## config.mk

```make
export PLATFORM = sky130hd
export DESIGN_NAME = kji_ctrl
export DESIGN_NICKNAME = d
export VERILOG_FILES = /design/src/kji_pkg.sv /design/src/kji_ctrl.sv
export SDC_FILE = /design/constraint.sdc
export NUM_CORES = 1
export LEC_CHECK = 0
export BUFFER_PORTS_ARGS = -buffer_cell sky130_fd_sc_hd__buf_4
export CAP_MARGIN = 20
export CORE_AREA = 2 2 39 41
export DETAILED_ROUTE_END_ITERATION = 7
export DIE_AREA = 0 0 41 43
export PLACE_DENSITY = 0.81
export RECOVER_POWER = 50
export REMOVE_ABC_BUFFERS = 1
export SYNTH_ARGS = -nofsm -noshare
export SYNTH_HDL_FRONTEND = slang
export SYNTH_SLANG_ARGS = --single-unit
```

## constraint.sdc

```tcl
create_clock -name clk_i -period 2.63 [get_ports clk_i]
set_clock_uncertainty 0.2 [all_clocks]
set_input_delay 0.263 -clock clk_i [delete_from_list [all_inputs] [get_ports clk_i]]
set_output_delay 0.263 -clock clk_i [all_outputs]
set_load 0.02 [all_outputs]
```

## src/kji_pkg.sv

```systemverilog
package kji_pkg;

  localparam int unsigned TimeW   = 24;
  localparam int unsigned PosW    = 32;
  localparam int unsigned FcW     = 9;
  localparam int unsigned JcW     = 6;
  localparam int unsigned FidxW   = 8;
  localparam int unsigned JidxW   = 5;
  localparam int unsigned CfgIdxW = 8;
  localparam int unsigned CfgDatW = 16;

  // Quotient of the rounded division never exceeds 2^33, so 34 steps suffice.
  localparam int unsigned DivSteps = 34;
  localparam int unsigned DivCntW  = 6;
  localparam int unsigned ProdW    = 57;
  localparam int unsigned NumerW   = 58;
  localparam int unsigned RemW     = 25;

  typedef enum logic [1:0] {
    REQ_LOAD  = 2'd0,
    REQ_START = 2'd1,
    REQ_TICK  = 2'd2
  } req_e;

  typedef enum logic [CfgIdxW-1:0] {
    CFG_FRAME_COUNT = 8'd0,
    CFG_JOINT_COUNT = 8'd1
  } cfg_idx_e;

  typedef struct packed {
    logic accept;
    logic trd_last;
    logic trd_scan;
    logic chk_last;
    logic scan_step;
    logic cap_t1;
    logic cap_t0;
    logic prd1;
    logic cap_v0;
    logic cap_v1;
    logic mul;
    logic div_init;
    logic div_step;
    logic load_direct;
    logic load_quot;
    logic next_joint;
  } cmd_t;

  typedef struct packed {
    logic tick_go;
    logic final_hit;
    logic scan_more;
    logic direct;
    logic div_last;
    logic last_joint;
  } sts_t;

endpackage

```

## src/kji_ctrl.sv

```systemverilog
module kji_ctrl (
  input  logic          clk_i,
  input  logic          rst_ni,
  input  logic          in_valid_i,
  output logic          in_ready_o,
  input  logic          out_ready_i,
  output logic          out_valid_o,
  input  kji_pkg::sts_t sts_i,
  output kji_pkg::cmd_t cmd_o
);
  import kji_pkg::*;

  typedef enum logic [3:0] {
    S_IDLE, S_LAST, S_CHK, S_SCAN, S_SCMP, S_T0, S_T0W, S_RD0, S_RD1, S_CAP,
    S_MUL, S_DINIT, S_DIV, S_FIN, S_EMIT
  } state_e;

  state_e state_q;

  assign in_ready_o = (state_q == S_IDLE);

  always_comb begin
    cmd_o = '0;
    unique case (state_q)
      S_IDLE:  cmd_o.accept = in_valid_i;
      S_LAST:  cmd_o.trd_last = 1'b1;
      S_CHK:   cmd_o.chk_last = 1'b1;
      S_SCAN:  cmd_o.trd_scan = 1'b1;
      S_SCMP: begin
        cmd_o.scan_step = sts_i.scan_more;
        cmd_o.cap_t1    = !sts_i.scan_more;
      end
      S_T0:    ;
      S_T0W:   cmd_o.cap_t0 = 1'b1;
      S_RD0:   ;
      S_RD1: begin
        cmd_o.cap_v0 = 1'b1;
        cmd_o.prd1   = 1'b1;
      end
      S_CAP:   cmd_o.cap_v1 = 1'b1;
      S_MUL: begin
        cmd_o.load_direct = sts_i.direct;
        cmd_o.mul         = !sts_i.direct;
      end
      S_DINIT: cmd_o.div_init = 1'b1;
      S_DIV:   cmd_o.div_step = 1'b1;
      S_FIN:   cmd_o.load_quot = 1'b1;
      S_EMIT:  cmd_o.next_joint = out_ready_i && !sts_i.last_joint;
      default: cmd_o = '0;
    endcase
  end

  always_ff @(posedge clk_i or negedge rst_ni) begin
    if (!rst_ni) begin
      state_q     <= S_IDLE;
      out_valid_o <= 1'b0;
    end else begin
      unique case (state_q)
        S_IDLE:  if (in_valid_i && sts_i.tick_go) state_q <= S_LAST;
        S_LAST:  state_q <= S_CHK;
        S_CHK:   state_q <= sts_i.final_hit ? S_RD0 : S_SCAN;
        S_SCAN:  state_q <= S_SCMP;
        S_SCMP:  state_q <= sts_i.scan_more ? S_SCAN : S_T0;
        S_T0:    state_q <= S_T0W;
        S_T0W:   state_q <= S_RD0;
        S_RD0:   state_q <= S_RD1;
        S_RD1:   state_q <= S_CAP;
        S_CAP:   state_q <= S_MUL;
        S_MUL: begin
          if (sts_i.direct) begin
            state_q     <= S_EMIT;
            out_valid_o <= 1'b1;
          end else begin
            state_q <= S_DINIT;
          end
        end
        S_DINIT: state_q <= S_DIV;
        S_DIV:   if (sts_i.div_last) state_q <= S_FIN;
        S_FIN: begin
          state_q     <= S_EMIT;
          out_valid_o <= 1'b1;
        end
        S_EMIT: begin
          if (out_ready_i) begin
            out_valid_o <= 1'b0;
            state_q     <= sts_i.last_joint ? S_IDLE : S_RD0;
          end
        end
        default: state_q <= S_IDLE;
      endcase
    end
  end
endmodule

```

# After elaboration in Yosys (flattened, before gate mapping)
# Cells that the tools add are included.
# totals
reg_bits,5
latch_bits,0
ram_bits,0
rom_bits,0
inputBits,10
out_inout_bits,18
mem_count,0
# classes
addsub,0
multipliers,0
n_div,0
order_cmp,0
eq_ne,18
shift,0
mux,25
bitwise_logic,0
reduce_logical,9
# op_table
cell,n
$pmux W4 S15,1
$eq A4 B4 Y1 const B,7
$eq A4 B3 Y1 const B,4
$mux W1,14
$mux W3,4
$mux W4,3
$eq A4 B2 Y1 const B,2
$ne A2 B2 Y1 const B,3
$reduce_and A3 Y1,2
$eq A4 B1 Y1 const B,1
$logic_not A4 Y1,1
$mux W2,2
$logic_not A1 Y1,3
$pmux W1 S3,1
$reduce_bool A3 Y1,1
$logic_and A1 B1 Y1,2
$ne A2 B1 Y1 const B,1

# Longest topological paths before layout
# depth
depth_word,3
mapped_depth,5

# Worst setup path before layout
# Ideal clock, no wire load.
# synth_path
kind,reg2out
startpoint,register state_q[3]
endpoint,output cmd_o[8] (netlist bit)
t_arrival_ns,1.509
required_time_ns,2.167
path_slack_ns,0.658
stages_incl_launch_ff,6
cell_sequence,dfrtp_1 buf_4 buf_2 nand2_1 nor3_1 buf_4
# synth_lines
item,line_no,rtl
from (decl),kji_ctrl.sv:18,state_e state_q;
from (signal assigned),kji_ctrl.sv:61,S_CHK: state_q <= sts_i.final_hit ? S_RD0 : S_SCAN;
from (signal assigned),kji_ctrl.sv:63,S_SCMP: state_q <= sts_i.scan_more ? S_SCAN : S_T0;
from (signal assigned),kji_ctrl.sv:86,state_q <= sts_i.last_joint ? S_IDLE : S_RD0;
to (decl),kji_ctrl.sv:9,output kji_pkg::cmd_t cmd_o

==> results by group <==
Outcome
  • Run status: completed

STA
  • Maximum clock rate: 0.4862 GHz
  • Worst slew pin tran: 493.5 ps
  • RSZ-0062 raised after global routing: false
  • Post-route clock period utilization: 78.21%
  • Hold Vio Cnt, Final: 0
  • Max_slew headroom: 67.10%
  • Setup TNS: 0 ps
  • Hold slack: 138.8 ps
  • Crit path time final: 2057 ps
  • Final Setup Violations: 0
  • Setup ws final: 573.1 ps
  • Max-slew violations: 0

Worst setup path
  • FF-to-FF path depth: 4
  • Reg2reg end: state_q[1]
  • Crit Path Category: flip-flop to output port
  • Critical Path End Type: output port
  • CP arrival: 1590 ps
  • FF-to-FF Start: state_q[3]
  • Worst Setup Start Kind: flip-flop
  • R2R Setup Slk: 870 ps
  • Critical Path Fanout Max: 16
  • Data required time of the worst path: 2170 ps

CTS
  • # H-tree levels: 1
  • Worst-skew pair later-pin latency: 240 ps
  • CTS tree: yes
  • Clk sinks: 5
  • CTS buffer count: 3
  • Maximum clock insertion buffer count: 2
  • Post-cts sizing count: 0
  • Hold_buf cts: 1
  • Worst-path clk slew: 40 ps
  • Root Driver: clkbuf_4
  • Post-CTS setup buffer count: 0

Floorplan
  • IO Count: 28
  • Initial core utilization: 36.35%
  • Die Height: 43 µm
  • Rows: 14
  • Die W: 41 µm
  • Core area: 0.001384 mm²
  • Die area: 0.001763 mm²

Finish
  • Commonest non-fill, non-tap cell in the layout: buf_4
  • # diodes: 0
  • Area growth, synth to finish: 35.82%
  • Final Net Count: 107
  • Util after Layout: 49.37%
  • Fin area: 683.2 µm²
  • Commonest non-fill, non-tap cells in the layout: buf_4 (23), nor2_1 (10), nand2_1 (9)
  • Share of layout cells above drive strength 1: 28.13%

Place
  • Placed cell area: 676.9 µm²
  • # port buffers: 27
  • DP Worst Slack: 828.9 ps
  • HPWL after DPL: 1013 µm
  • Gp weighted congestion: 0.8535

Routing
  • DRC: 0
  • Wire per inst: 12.38 µm
  • Vias: 589
  • Routed Antenna Nets: 0
  • DRC violation total after the first TritonRoute iteration: 5
  • Vias per cell: 5.259
  • WL final: 1386 µm
  • Drt first pass iters: 4

Global route
  • Number of global-route vias before repair: 545
  • Gr usage total: 17.24%
  • Largest net degree at the start of global routing: 18
  • GRT overflow: 0
  • First-pass GRT wire length: 2152 µm
  • Initial antenna violation count: 0

Power and ir drop
  • Maximum vdd drop: 508.4 µV
  • Clock power share: 11.1%
  • Flop pwr share: 31.6%
  • LEAKAGE: 0.0003048 µW
  • Power per cell area: 1144 mW/mm²
  • Combinational power share: 57.3%
  • Net Sw Frac: 53.60%
  • Internal: 362.8 µW
  • Switching pwr: 419.0 µW

Yosys
  • Post-synthesis sequential area ratio: 24.88%
  • Top cells by area, synth: dfrtp_1 (25%), nor2_1 (7.5%), nor3_1 (7.0%)
  • Synth Register Bits: 5
  • Most common flop cell mapped by yosys: dfrtp_1
  • Cells after Synth: 71
  • Yosys warning count: 0
  • Area share of the largest cell type after synthesis: 24.88%
  • Mapped cell area: 503.0 µm²
  • Distinct cells, synth: 28
  • Async set-reset flop share out of synthesis: 100.0%
  • Syn_area_per_cell: 7.084 µm²
  • Post-synth top area cell: dfrtp_1
  • Number of synthesized flops with an enable pin: 0

Worst hold path
  • Hold path endpoint: state_q[1]
  • Min-Delay Path Class: primary input to flip-flop
  • Worst Hold Depth: 3
  • Hold_sp: out_ready_i

Job
  • Max-capacitance violation count: 0
## metrics by stage
step                power, µW  cells
global placement        714.9    107
floorplan               540.1     64
finish                  781.7    112
global route            851.0    112
detailed placement      727.1    107
CTS                     819.5    112
## cell usage after synthesis (2+ instances only)
library cell  number
or3_1              2
buf_2              3
o2bb2ai_1          2
o211ai_1           2
nand2_1            8
nand2b_1           4
nor4_1             2
a21oi_1            2
nor3_1             7
o21ai_0            5
inv_1              2
nor2_1            10
dfrtp_1            5
buf_4              3
## state kept, by name, indices dropped and copies added (netlist names)
signal,flops
out_valid_o,1
state_q,4
## power groups by stage
stage / Combinational (µW) / Clock (µW) / Sequential [µW]
finish: 448 / 86.6 / 247
floorplan: 314 / 0 / 226
detailed placement: 473 / 0 / 254
global placement: 466 / 0 / 248
global route: 495 / 98.6 / 258
CTS: 476 / 91.1 / 252
## worst max-delay path, stage by stage (launching register included)
cell and delay [ps]:
dfrtp_1 550, nor4_1 480, and2_1 190, buf_4 140
## layer usage
metal  global-route usage [%]  vias to the layer above  wire [µm]
met5                        0                        -          0
met4                    3.333                        0          0
met3                    4.712                        0         86
met2                    28.13                       19        656
met1                    21.82                      268        642
li1                         -                      302          -
## worst max path at each step
stage / endpoint / from / cells after the start / slack [ps]
2_1_floorplan: cmd_o[7] / state_q[3] / 2 / 560
3_3_place_gp: cmd_o[0] / state_q[1] / 3 / 840
3_5_place_dp: cmd_o[0] / state_q[1] / 3 / 830
4_1_cts: cmd_o[0] / state_q[1] / 3 / 570
5_1_grt: cmd_o[0] / state_q[3] / 3 / 420
6_report: cmd_o[15] / state_q[1] / 3 / 570
## final cells by class
cell class              instances  area, µm²
well taps                      16      20.02
inverters                       3      13.76
fillers                       172      700.7
multi-input cells              56      300.3
flip-flops and latches          5      125.1
repair buffers                 28      197.7
clock buffers                   4      26.28
## kinds of logic (layout without fill, tap and decap cells)
logic type,after synthesis,after routing,share of synthesized area [%]
buf+inv,10,35,12.44
simple gates,40,40,40.30
compound gates,16,16,22.39
flops,5,5,24.88
Note: power is estimated with default switching activity, not from simulation.
